$ cat config.mk
export PLATFORM = sky130hd
export DESIGN_NAME = lsb_first_bit_packer_core_flat
export DESIGN_NICKNAME = d
export VERILOG_FILES = /design/src/rtl/core/lbp_pkg.sv /design/src/rtl/core/lbp_item_if.sv /design/src/rtl/core/lbp_byte_if.sv /design/src/rtl/core/lbp_in_reg.sv /design/src/rtl/core/lbp_packer.sv /design/src/rtl/core/lbp_burst.sv /design/src/rtl/core/lsb_first_bit_packer_core.sv /design/src/flat_wrapper.sv
export VERILOG_INCLUDE_DIRS = /design/src /design/src/rtl/core
export SDC_FILE = /design/constraint.sdc
export NUM_CORES = 1
export LEC_CHECK = 0
export BUFFER_PORTS_ARGS = -buffer_cell sky130_fd_sc_hd__buf_2
export CORE_MARGIN = 2
export CORE_UTILIZATION = 35
export CTS_CLUSTER_DIAMETER = 80
export DETAILED_ROUTE_END_ITERATION = 16
export RECOVER_POWER = 100
export SKIP_LAST_GASP = 1
export SYNTH_ARGS = -nofsm -noshare
export SYNTH_HDL_FRONTEND = slang
export SYNTH_SLANG_ARGS = --single-unit
$ cat constraint.sdc
create_clock -name clk -period 5.31 [get_ports clk]
set_input_delay 0.531 -clock clk [delete_from_list [all_inputs] [get_ports clk]]
set_output_delay 0.531 -clock clk [all_outputs]
set_load 0.02 [all_outputs]
$ cat src/rtl/core/lsb_first_bit_packer_core_macros.svh
// assertion macros used by the packer core rtl
`ifndef LSB_FIRST_BIT_PACKER_CORE_MACROS_SVH
`define LSB_FIRST_BIT_PACKER_CORE_MACROS_SVH

// same-cycle implication, checked outside reset
`define LBP_ASSERT_IMPL(label, clk, rst_n, ante, cons) \
    label: assert property (@(posedge clk) disable iff (!rst_n) (ante) |-> (cons)) \
        else $error("lbp same-cycle check failed");

// next-cycle implication, checked outside reset
`define LBP_ASSERT_NEXT(label, clk, rst_n, ante, cons) \
    label: assert property (@(posedge clk) disable iff (!rst_n) (ante) |=> (cons)) \
        else $error("lbp next-cycle check failed");

`endif

$ cat src/rtl/core/lbp_pkg.sv
package lbp_pkg;

    // field and datapath widths
    localparam int VALUE_WIDTH = 32;
    localparam int COUNT_W     = 6;
    localparam int BYTE_W      = 8;
    localparam int PEND_W      = 7;
    localparam int PCNT_W      = 3;
    localparam int ACC_W       = VALUE_WIDTH + PEND_W;
    localparam int MAX_BYTES   = ACC_W / BYTE_W;
    localparam int NB_W        = $clog2(MAX_BYTES + 1);
    localparam int NSAT_W      = $clog2(VALUE_WIDTH + 1);
    localparam int TOT_W       = $clog2(ACC_W + 1);

    typedef enum logic
    {
        CMD_APPEND = 1'b0,
        CMD_FLUSH  = 1'b1
    } cmd_t;

    // one input beat as held in the input register
    typedef struct packed
    {
        cmd_t                   cmd;
        logic [VALUE_WIDTH-1:0] value;
        logic [COUNT_W-1:0]     bit_count;
    } item_t;

    // bytes produced by one input beat
    typedef struct packed
    {
        logic [MAX_BYTES*BYTE_W-1:0] bytes;
        logic [NB_W-1:0]             nbytes;
    } burst_t;

    // pending partial byte
    typedef struct packed
    {
        logic [PEND_W-1:0] bits;
        logic [PCNT_W-1:0] count;
    } pend_t;

endpackage

$ cat src/rtl/core/lbp_item_if.sv
interface lbp_item_if;
    import lbp_pkg::*;

    logic                   valid;
    logic                   ready;
    logic                   cmd;
    logic [VALUE_WIDTH-1:0] value;
    logic [COUNT_W-1:0]     bit_count;

    modport source (output valid, output cmd, output value, output bit_count, input ready);
    modport sink   (input valid, input cmd, input value, input bit_count, output ready);
endinterface

$ cat src/rtl/core/lbp_byte_if.sv
interface lbp_byte_if;
    import lbp_pkg::*;

    logic              valid;
    logic              ready;
    logic [BYTE_W-1:0] out_byte;
    logic              last;

    modport source (output valid, output out_byte, output last, input ready);
    modport sink   (input valid, input out_byte, input last, output ready);
endinterface

$ cat src/rtl/core/lbp_in_reg.sv
module lbp_in_reg
(
    input  logic           clk,
    input  logic           rst_n,
    lbp_item_if.sink       item,
    input  logic           take,
    output logic           hold_valid,
    output lbp_pkg::item_t hold
);
    import lbp_pkg::*;

    logic  valid_reg;
    logic  valid_next;
    item_t hold_reg;
    item_t hold_next;
    logic  accept;

    // register is free when empty or being drained this cycle
    assign item.ready = !valid_reg || take;
    assign accept     = item.valid && item.ready;

    // next state of the input register
    always_comb
    begin
        valid_next = valid_reg;
        hold_next  = hold_reg;
        if (take)
        begin
            valid_next = 1'b0;
        end
        if (accept)
        begin
            valid_next          = 1'b1;
            hold_next.cmd       = cmd_t'(item.cmd);
            hold_next.value     = item.value;
            hold_next.bit_count = item.bit_count;
        end
    end

    // control flop
    always_ff @(posedge clk or negedge rst_n)
    begin
        if (!rst_n)
        begin
            valid_reg <= 1'b0;
        end
        else
        begin
            valid_reg <= valid_next;
        end
    end

    // payload flop
    always_ff @(posedge clk)
    begin
        hold_reg <= hold_next;
    end

    assign hold_valid = valid_reg;
    assign hold       = hold_reg;
endmodule

$ cat src/rtl/core/lbp_packer.sv
module lbp_packer
(
    input  logic            clk,
    input  logic            rst_n,
    input  lbp_pkg::item_t  hold,
    input  logic            fire,
    output lbp_pkg::burst_t burst,
    output lbp_pkg::pend_t  pend
);
    import lbp_pkg::*;

    pend_t                  pend_reg;
    pend_t                  pend_next;
    logic [NSAT_W-1:0]      n_sat;
    logic [VALUE_WIDTH-1:0] mask;
    logic [VALUE_WIDTH-1:0] v;
    logic [ACC_W-1:0]       acc;
    logic [ACC_W-1:0]       rest;
    logic [TOT_W-1:0]       total;

    // saturate the count and drop bits above it
    always_comb
    begin
        if (int'(hold.bit_count) > VALUE_WIDTH)
        begin
            n_sat = NSAT_W'(VALUE_WIDTH);
        end
        else
        begin
            n_sat = NSAT_W'(hold.bit_count);
        end
    end

    assign mask  = {VALUE_WIDTH{1'b1}} >> (NSAT_W'(VALUE_WIDTH) - n_sat);
    assign v     = hold.value & mask;

    // join new bits above the pending ones
    assign acc   = ACC_W'(pend_reg.bits) | (ACC_W'(v) << pend_reg.count);
    assign total = TOT_W'(pend_reg.count) + TOT_W'(n_sat);
    assign rest  = acc >> {total[TOT_W-1:3], 3'b000};

    // bytes out and next pending state
    always_comb
    begin
        unique case (hold.cmd)
            CMD_FLUSH:
            begin
                burst.bytes  = (MAX_BYTES*BYTE_W)'(pend_reg.bits);
                burst.nbytes = (pend_reg.count != '0) ? NB_W'(1) : '0;
                pend_next    = '0;
            end
            CMD_APPEND:
            begin
                burst.bytes     = acc[MAX_BYTES*BYTE_W-1:0];
                burst.nbytes    = NB_W'(total >> 3);
                pend_next.bits  = rest[PEND_W-1:0];
                pend_next.count = total[PCNT_W-1:0];
            end
            default:
            begin
                burst     = '0;
                pend_next = pend_reg;
            end
        endcase
    end

    // pending state flops
    always_ff @(posedge clk or negedge rst_n)
    begin
        if (!rst_n)
        begin
            pend_reg <= '0;
        end
        else if (fire)
        begin
            pend_reg <= pend_next;
        end
    end

    assign pend = pend_reg;
endmodule

$ cat src/rtl/core/lbp_burst.sv
module lbp_burst
(
    input  logic            clk,
    input  logic            rst_n,
    input  lbp_pkg::burst_t burst_in,
    input  logic            load_req,
    output logic            free,
    lbp_byte_if.source      stream
);
    import lbp_pkg::*;

    logic [MAX_BYTES*BYTE_W-1:0] bytes_reg;
    logic [MAX_BYTES*BYTE_W-1:0] bytes_next;
    logic [NB_W-1:0]             rem_reg;
    logic [NB_W-1:0]             rem_next;
    logic                        pop;
    logic                        load;

    // free when empty or the last byte leaves this cycle
    assign pop  = stream.valid && stream.ready;
    assign free = (rem_reg == '0) || ((rem_reg == NB_W'(1)) && stream.ready);
    assign load = load_req && free;

    // shift out one byte per beat, reload on a new burst
    always_comb
    begin
        bytes_next = bytes_reg;
        rem_next   = rem_reg;
        if (pop)
        begin
            bytes_next = bytes_reg >> BYTE_W;
            rem_next   = rem_reg - NB_W'(1);
        end
        if (load)
        begin
            bytes_next = burst_in.bytes;
            rem_next   = burst_in.nbytes;
        end
    end

    // byte count flop
    always_ff @(posedge clk or negedge rst_n)
    begin
        if (!rst_n)
        begin
            rem_reg <= '0;
        end
        else
        begin
            rem_reg <= rem_next;
        end
    end

    // byte data flop
    always_ff @(posedge clk)
    begin
        bytes_reg <= bytes_next;
    end

    assign stream.valid    = rem_reg != '0;
    assign stream.out_byte = bytes_reg[BYTE_W-1:0];
    assign stream.last     = rem_reg == NB_W'(1);
endmodule

$ cat src/rtl/core/lsb_first_bit_packer_core.sv
// LSB-first variable-length bit packer.
// item channel: cmd selects append (value, bit_count of 0..32 low bits) or
// flush (emit the partial byte padded with zeros, clear pending bits).
// stream channel: packed bytes, earliest bit in bit 0; last marks the final
// byte caused by one item. Items that complete no byte give no beat.
// An item is registered in the input register on accept, packed as soon
// as the byte register is free, and its bytes are offered from the byte
// register. Throughput: one item per cycle when it yields at most one byte
// and the receiver is ready; an item yielding more bytes holds the byte
// register while they drain at one byte per beat, which paces multi-byte
// appends. The next item is taken while bytes still drain.
// Reset clears pending bits, the input register valid flag and the byte
// count of the byte register; no beat is offered until an item arrives.
// When the receiver stalls the current byte holds, the next burst waits
// in the input register, and item.ready drops once that register is full.
module lsb_first_bit_packer_core
(
    input  logic       clk,
    input  logic       rst_n,
    lbp_item_if.sink   item,
    lbp_byte_if.source stream
);
    import lbp_pkg::*;

    `include "lsb_first_bit_packer_core_macros.svh"

    logic   hold_valid;
    item_t  hold;
    logic   free;
    logic   fire;
    burst_t burst;
    pend_t  pend;

    assign fire = hold_valid && free;

    // input register
    lbp_in_reg u_in_reg
    (
        .clk        (clk),
        .rst_n      (rst_n),
        .item       (item),
        .take       (fire),
        .hold_valid (hold_valid),
        .hold       (hold)
    );

    // bit packing and pending state
    lbp_packer u_packer
    (
        .clk   (clk),
        .rst_n (rst_n),
        .hold  (hold),
        .fire  (fire),
        .burst (burst),
        .pend  (pend)
    );

    // byte result register
    lbp_burst u_burst
    (
        .clk      (clk),
        .rst_n    (rst_n),
        .burst_in (burst),
        .load_req (hold_valid),
        .free     (free),
        .stream   (stream)
    );

    // checks
    `LBP_ASSERT_IMPL(a_pend_clean, clk, rst_n, 1'b1, (pend.bits >> pend.count) == '0)
    `LBP_ASSERT_NEXT(a_burst_cont, clk, rst_n, stream.valid && stream.ready && !stream.last, stream.valid)
    `LBP_ASSERT_NEXT(a_flush_clears, clk, rst_n, fire && (hold.cmd == CMD_FLUSH), pend.count == '0)
endmodule
$ cat src/flat_wrapper.sv
// flat-port wrapper written by rule: the top's interface ports become plain ports
module lsb_first_bit_packer_core_flat import lbp_pkg::*;
  (clk, rst_n, item_valid, item_cmd, item_value, item_bit_count, item_ready, stream_valid, stream_out_byte, stream_last, stream_ready);
  lbp_item_if item_i ();
  lbp_byte_if stream_i ();
  input  logic clk;
  input  logic rst_n;
  input wire logic [$bits(item_i.valid)-1:0] item_valid;
  input wire logic [$bits(item_i.cmd)-1:0] item_cmd;
  input wire logic [$bits(item_i.value)-1:0] item_value;
  input wire logic [$bits(item_i.bit_count)-1:0] item_bit_count;
  output wire logic [$bits(item_i.ready)-1:0] item_ready;
  output wire logic [$bits(stream_i.valid)-1:0] stream_valid;
  output wire logic [$bits(stream_i.out_byte)-1:0] stream_out_byte;
  output wire logic [$bits(stream_i.last)-1:0] stream_last;
  input wire logic [$bits(stream_i.ready)-1:0] stream_ready;
  assign item_i.valid = item_valid;
  assign item_i.cmd = item_cmd;
  assign item_i.value = item_value;
  assign item_i.bit_count = item_bit_count;
  assign item_ready = item_i.ready;
  assign stream_valid = stream_i.valid;
  assign stream_out_byte = stream_i.out_byte;
  assign stream_last = stream_i.last;
  assign stream_i.ready = stream_ready;
  lsb_first_bit_packer_core u_core (.clk(clk), .rst_n(rst_n), .item(item_i), .stream(stream_i));
endmodule
==> impl_metrics.env, run 1 <==
export IMPL_setup_viol=0
export IMPL_cp_end_kind="register"
export IMPL_die_height_um=135
export IMPL_post_cts_buffers=0
export IMPL_synthFlopType="edfxtp_1"
export IMPL_viasPerCell=6.37
export IMPL_rr_startpoint="u_core.u_in_reg.hold[5]$_DFFE_PP_"
export IMPL_worst_pin_slew_ps=3130
export IMPL_swShare_pct=45.2
export IMPL_synth_cell_types=79
export IMPL_grt_pass1_vias=5237
export IMPL_fin_skew_ps=8.05
export IMPL_syn_area_per_cell_um2=9.79
export IMPL_switchingPower_mw=1.84
export IMPL_p_int_mw=2.24
export IMPL_p_total_mw=4.08
export IMPL_clk_pin_slew_ps=70
export IMPL_start_util_pct=36.0
export IMPL_startpoint="u_core.u_in_reg.hold[5]$_DFFE_PP_"
export IMPL_grt_pass1_wl_um=31800
export IMPL_worst_endpoint_arrival_ps=4390
export IMPL_dr_pass1_iters=5
export IMPL_timing_final_crit_period_ps=4300
export IMPL_area_growth_pct=11.6
export IMPL_rsz0062_at_grt="false"
export IMPL_cts_resized=0
export IMPL_cts_made_buffers=9
export IMPL_crit_chain="buf_4 > clkinv_1 > nand2_1 > ha_1 > inv_1 > ha_1 > or3b_2 > or3_1 > o21ai_0 > mux4_2 > o211ai_1 > a21oi_1 > o21ai_0"
export IMPL_ant_nets=0
export IMPL_maxCapViolCount=2
export IMPL_setup_tns_ps=0
export IMPL_yosys_warnings=0
export IMPL_drt_iter0_markers=684
export IMPL_ys_ff_latch=85
export IMPL_fin_area_um2=6710
export IMPL_rows=47
export IMPL_finalMaxSlewViolations=78
export IMPL_cp_required_ps=5390
export IMPL_ir_drop_uv=218
export IMPL_hpwlAfterDp_um=15000
export IMPL_via_count=5481
export IMPL_drcViolationCount=0
export IMPL_maxSlewHeadroom_pct=-110
export IMPL_synth_async_reset_ratio_pct=16.5
export IMPL_cp_slowest_cell="or3b_2"
export IMPL_nets=690
export IMPL_synth_edf_count=71
export IMPL_cts_tree="yes"
export IMPL_finalHoldViolCount=0
export IMPL_hold_class="in -> async"
export IMPL_grt_max_degree=56
export IMPL_cts_root_buf="clkbuf_16"
export IMPL_worst_setup_path_start_kind="register"
export IMPL_pwr_share_clk_pct=18.0
export IMPL_gp_congestion=0.972
export IMPL_die_width_um=135
export IMPL_cts_max_path_buffers=2
export IMPL_grt_util_all_layers_pct=23.3
export IMPL_pwr_share_seq_pct=29.2
export IMPL_diodes=0
export IMPL_status="complete, but fails checks"
export IMPL_violations="capacitance limit, slew limit"
export IMPL_portBuffers=53
export IMPL_cts_sinks=85
export IMPL_p_leak_nw=2.49
export IMPL_clk_latency_ps=350
export IMPL_critPathBufInv=3
export IMPL_die_area_um2=18200
export IMPL_largest_register_ffs=39
export IMPL_crit_path_max_incr_delay_ps=580
export IMPL_cp_top_family="simple AND/OR/NAND/NOR gates"
export IMPL_critPathKind="reg -> reg"
export IMPL_fin_crit_sh_pct=81.1
export IMPL_drive_gt1_share_pct=15.4
export IMPL_max_freq_ghz=0.232
export IMPL_yosysSeqAreaShare_pct=41.3
export IMPL_antenna_found_initial=0
export IMPL_dpl_cell_area_um2=6410
export IMPL_syn_num_nets=668
export IMPL_pwr_share_comb_pct=52.9
export IMPL_io_pins=54
export IMPL_cp_max_fo=17
export IMPL_wl_per_cell_um=23.7
export IMPL_htree_levels=3
export IMPL_wl_um=20400
export IMPL_p_per_area_nw_per_um2=608
export IMPL_cts_hold_buf=0
export IMPL_overflow=0
export IMPL_syn_instance_count=614
export IMPL_coreArea_um2=16700
export IMPL_syn_cell_area_um2=6010
[cells in the mapped netlist (all sizes together) (3+ instances only)]
library cell | n | area [um^2]
ha | 10 | 125
nand3b | 5 | 37.5
or3b | 4 | 37.5
nor2 | 31 | 116
o211ai | 14 | 105
or2 | 6 | 37.5
buf | 23 | 150
o311ai | 8 | 70.1
and2 | 7 | 43.8
o21ai | 29 | 145
or3 | 7 | 43.8
a31o | 4 | 35.0
a211o | 5 | 43.8
a31oi | 11 | 68.8
nor2b | 9 | 56.3
a32o | 5 | 50.1
a211oi | 12 | 90.1
o22a | 4 | 35.0
and4 | 4 | 35.0
inv | 19 | 71.3
o211a | 11 | 110
nand2b | 8 | 50.1
o22ai | 8 | 50.1
o2111ai | 4 | 35.0
o31ai | 10 | 80.1
mux2i | 12 | 120
mux4 | 10 | 225
and3 | 5 | 31.3
dfrtp | 14 | 350
a21oi | 31 | 155
o32ai | 3 | 26.3
mux2 | 7 | 78.8
a22o | 13 | 114
or4 | 4 | 30.0
nor3 | 13 | 70.1
a22oi | 4 | 30.0
clkbuf | 31 | 116
nand4 | 9 | 56.3
o41ai | 3 | 26.3
nand3 | 18 | 90.1
o221ai | 4 | 35.0
edfxtp | 71 | 2130
a2111oi | 3 | 26.3
nand2 | 64 | 240
[worst register-to-register path: cells and delay by family, from the launching register on]
family / cells / cell delay [ps]
AND/OR/NAND/NOR: 3 / 1120
AO/OA/AOI/OAI: 4 / 920
adder cells (fa/ha/maj): 2 / 780
buffers and inverters: 3 / 570
multiplexers: 1 / 330
flip-flops: 1 / 320
[final cells by class]
class                      instances  area [um^2]
fill                            1703         9990
multi-input combinational        454         3200
sequential                        85         2480
timing repair buffer              65          337
tap                              220          275
clock buffer                      10          229
clock inverter                     6          111
inverter                          21         78.8
[placed cells by master (no fill, tap or decap), drive strengths merged, types with 6 or more instances in the layout]
cell     n
a211oi  12
a21oi   31
a22o    13
a31oi   11
and2     7
buf     52
clkbuf  23
dfrtp   14
edfxtp  71
ha      10
inv     19
mux2     7
mux2i   12
mux4    10
nand2   64
nand2b   8
nand3   18
nand4    9
nor2    31
nor2b    9
nor3    13
o211a   11
o211ai  14
o21ai   29
o22ai    8
o311ai   8
o31ai   10
or2      6
or3      7
[power groups by stage]
stage | registers (mW) | clock network (mW) | logic, mW
after floorplan | 1.13 | 0 | 1.55
after global placement | 1.19 | 0 | 2.12
after detailed placement | 1.19 | 0 | 2.12
after CTS | 1.18 | 0.747 | 2.14
after global routing | 1.22 | 0.782 | 2.31
final | 1.19 | 0.733 | 2.16
[cell families (layout without fill, tap and decap cells)]
kind of cell,after synthesis,count (layout),synth area share [%]
flip-flops,85,85,41.3
buffers and inverters,75,102,5.74
multiplexers,29,29,7.05
AND/OR/NAND/NOR,200,200,17.0
AO/OA/AOI/OAI,211,211,26.1
adder cells (fa/ha/maj),11,11,2.41
XOR/XNOR,3,3,0.437
[metal layers]
layer | global-route usage [%] | share of wire, %
met5 | 0 | 0
met4 | 9.09 | 3.0
met3 | 3.75 | 8.1
met2 | 36.0 | 45
met1 | 32.9 | 44
[per-stage QoR]
stage / hold WS [ps] / cells / utilization, % / setup slack, ps
5_1_grt: 340 / 861 / 40.2 / 689
6_report: 310 / 861 / 40.2 / 1010
2_1_floorplan: 235 / 614 / - / 1590
4_1_cts: 98.9 / 861 / 40.4 / 1050
3_3_place_gp: 468 / 845 / 38.4 / 1200
3_5_place_dp: 476 / 845 / 38.4 / 1070
[final timing paths]
| check | end | slack (ps) | cells after the start |
|---|---|---|---|
| min | u_core.u_packer.pend[9]$_DFFE_PN0P_ | 310 | 1 |
| min in group clk | u_core.u_in_reg.hold[2]$_DFFE_PP_ | 350 | 1 |
| min reg2reg | u_core.u_packer.pend[7]$_DFFE_PN0P_ | 490 | 2 |
| max | u_core.u_burst.bytes_reg[6]$_DFFE_PP_ | 1010 | 13 |
| max reg2reg | u_core.u_burst.bytes_reg[6]$_DFFE_PP_ | 1010 | 13 |
| max in group asynchronous | u_core.u_packer.pend[7]$_DFFE_PN0P_ | 4410 | 1 |
Note: power is estimated with default switching activity, not from simulation.
==> inputs of run 2 (changes only) <==
==> constraint.sdc (replaced) <==
create_clock -name clk -period 3.7 [get_ports clk]
set_input_delay 0.37 -clock clk [delete_from_list [all_inputs] [get_ports clk]]
set_output_delay 0.37 -clock clk [all_outputs]
set_load 0.02 [all_outputs]
==> impl_metrics.env, run 2 (synthesis gave the netlist of run 1 again) <==
export IMPL_hold_slack_ps=187
export IMPL_p_per_area_nw_per_um2=839
export IMPL_timing_final_crit_period_ps=3570
export IMPL_portBuffers=53
export IMPL_cp_required_ps=3800
export IMPL_holdPathEnd="u_core.u_in_reg.hold[38]$_DFFE_PP_"
export IMPL_via_count=5538
export IMPL_cts_root_buf="clkbuf_16"
export IMPL_wl_um=21000
export IMPL_fin_area_um2=6830
export IMPL_fin_skew_ps=11.4
export IMPL_whs_path_depth=1
export IMPL_cp_slowest_cell="nor4_1"
export IMPL_cp_top_family="simple AND/OR/NAND/NOR gates"
export IMPL_drt_iter0_markers=675
export IMPL_cp_end_kind="register"
export IMPL_clk_pin_slew_ps=70
export IMPL_hpwlAfterDp_um=15800
export IMPL_dp_slack_ps=171
export IMPL_rsz0062_at_grt="true"
export IMPL_cts_made_buffers=9
export IMPL_diodes=0
export IMPL_rrSetupSlack_ps=130
export IMPL_ir_drop_uv=338
export IMPL_largest_register_ffs=39
export IMPL_maxCapViolCount=2
export IMPL_max_freq_ghz=0.280
export IMPL_grt_util_all_layers_pct=23.9
export IMPL_hold_class="in -> reg"
export IMPL_grt_max_degree=40
export IMPL_hp_start="item_cmd"
export IMPL_overflow=0
export IMPL_critPathKind="reg -> reg"
export IMPL_cts_sinks=85
export IMPL_cp_common_cell="nand2_1"
export IMPL_reg2reg_to="u_core.u_burst.bytes_reg[13]$_DFFE_PP_"
export IMPL_ant_nets=0
export IMPL_status="complete, but fails checks"
export IMPL_die_width_um=135
export IMPL_rows=47
export IMPL_p_total_mw=5.72
export IMPL_cp_max_fo=20
export IMPL_cts_tree="yes"
export IMPL_crit_chain="buf_4 > nor4_1 > nand2_1 > clkbuf_1 > nand2_1 > o22ai_1 > mux4_2 > a22o_1"
export IMPL_mostFrequentLayoutCell="edfxtp_1"
export IMPL_final_cell_mix="edfxtp_1 (71), nand2_1 (64), buf_2 (41)"
export IMPL_gp_congestion=1.02
export IMPL_die_area_um2=18200
export IMPL_clk_latency_ps=350
export IMPL_area_growth_pct=13.5
export IMPL_htree_levels=3
export IMPL_rr_startpoint="u_core.u_in_reg.hold[0]$_DFFE_PP_"
export IMPL_dpl_cell_area_um2=6590
export IMPL_critPathBufInv=2
export IMPL_grt_pass1_vias=5412
export IMPL_wl_per_cell_um=23.7
export IMPL_cts_max_path_buffers=2
export IMPL_worst_pin_slew_ps=1940
export IMPL_fin_ws_ps=125
export IMPL_worst_setup_path_start_kind="register"
export IMPL_crit_path_max_incr_delay_ps=550
export IMPL_dr_pass1_iters=5
export IMPL_maxSlewHeadroom_pct=-29.6
export IMPL_p_leak_nw=2.56
export IMPL_die_height_um=135
export IMPL_worst_endpoint_arrival_ps=3670
export IMPL_viasPerCell=6.24
export IMPL_drive_gt1_share_pct=18.0
export IMPL_io_pins=54
export IMPL_grt_pass1_wl_um=32400
export IMPL_finalHoldViolCount=0
export IMPL_setup_viol=0
export IMPL_violations="capacitance limit, slew limit"
export IMPL_nets=717
export IMPL_drcViolationCount=0
export IMPL_start_util_pct=36.0
export IMPL_finalMaxSlewViolations=78
export IMPL_antenna_found_initial=0
export IMPL_r2r_cells=8
export IMPL_fin_crit_sh_pct=96.6
export IMPL_coreArea_um2=16700
run 2: cell count changes in the layout (fill, tap and decap cells not counted), moves of 2 or more:
| cell | change |
|---|---|
| or2_1 | -2 |
| clkbuf_1 | +6 |
| buf_4 | +21 |
| or2_0 | +2 |
| bufinv_16 | -3 |
run 2: worst reg2reg max path, cell delays in order (launching register included):
cell      delay (ps)
edfxtp_1         370
buf_4            160
nor4_1           550
nand2_1          340
clkbuf_1         490
nand2_1          420
o22ai_1          240
mux4_2           550
a22o_1           220
run 2: power breakdown:
part | switching [mW] | leakage (nW) | internal, mW | total [mW]
clock | 0.371 | 0.124 | 0.453 | 0.824
combinational | 2.05 | 1.57 | 1.13 | 3.17
sequential | 0.219 | 0.863 | 1.51 | 1.73
run 2: per-layer routing:
metal	global-route usage [%]	vias to the layer above	wire [um]
met3	5.74	49	1760
met1	32.5	2684	9220
met4	8.39	0	720
met2	37.3	288	9330
met5	0	-	0
li1	-	2517	-
run 2: timing repair:
action / 4_1_cts / 5_1_grt
hold buffers: 1 / 0
setup endpoints to repair: 0 / 3
setup buffers: 0 / 0
gates resized for setup: 0 / 2
hold endpoints to repair: 14 / 0
run 2: cell type report:
type                       instances  area [um^2]
fill                            1715         9880
multi-input combinational        454         3200
sequential                        85         2480
timing repair buffer              92          524
tap                              220          275
clock buffer                      12          236
inverter                          21         78.8
clock inverter                     4         25.0
run 2: how the worst max path moves through the flow:
stage                                                 start                                      to  slack (ps)  cells after the start
final                     u_core.u_in_reg.hold[0]$_DFFE_PP_  u_core.u_burst.bytes_reg[13]$_DFFE_PP_         130                      8
after global routing      u_core.u_in_reg.hold[5]$_DFFE_PP_     u_core.u_packer.pend[3]$_DFFE_PN0P_         -30                     11
after CTS                 u_core.u_in_reg.hold[1]$_DFFE_PP_   u_core.u_burst.bytes_reg[8]$_DFFE_PP_         170                     10
after detailed placement  u_core.u_in_reg.hold[1]$_DFFE_PP_   u_core.u_burst.bytes_reg[8]$_DFFE_PP_         170                     10
after global placement    u_core.u_in_reg.hold[5]$_DFFE_PP_   u_core.u_burst.bytes_reg[8]$_DFFE_PP_         220                     11
after floorplan           u_core.u_in_reg.hold[5]$_DFFE_PP_   u_core.u_burst.bytes_reg[8]$_DFFE_PP_         110                     13
run 2: metrics by stage:
stage / setup TNS (ps) / util [%] / cells
floorplan: 0 / - / 614
finish: 0 / 40.9 / 888
CTS: 0 / 41.1 / 888
global placement: 0 / 39.5 / 871
global route: -69.9 / 40.9 / 888
detailed placement: 0 / 39.5 / 871
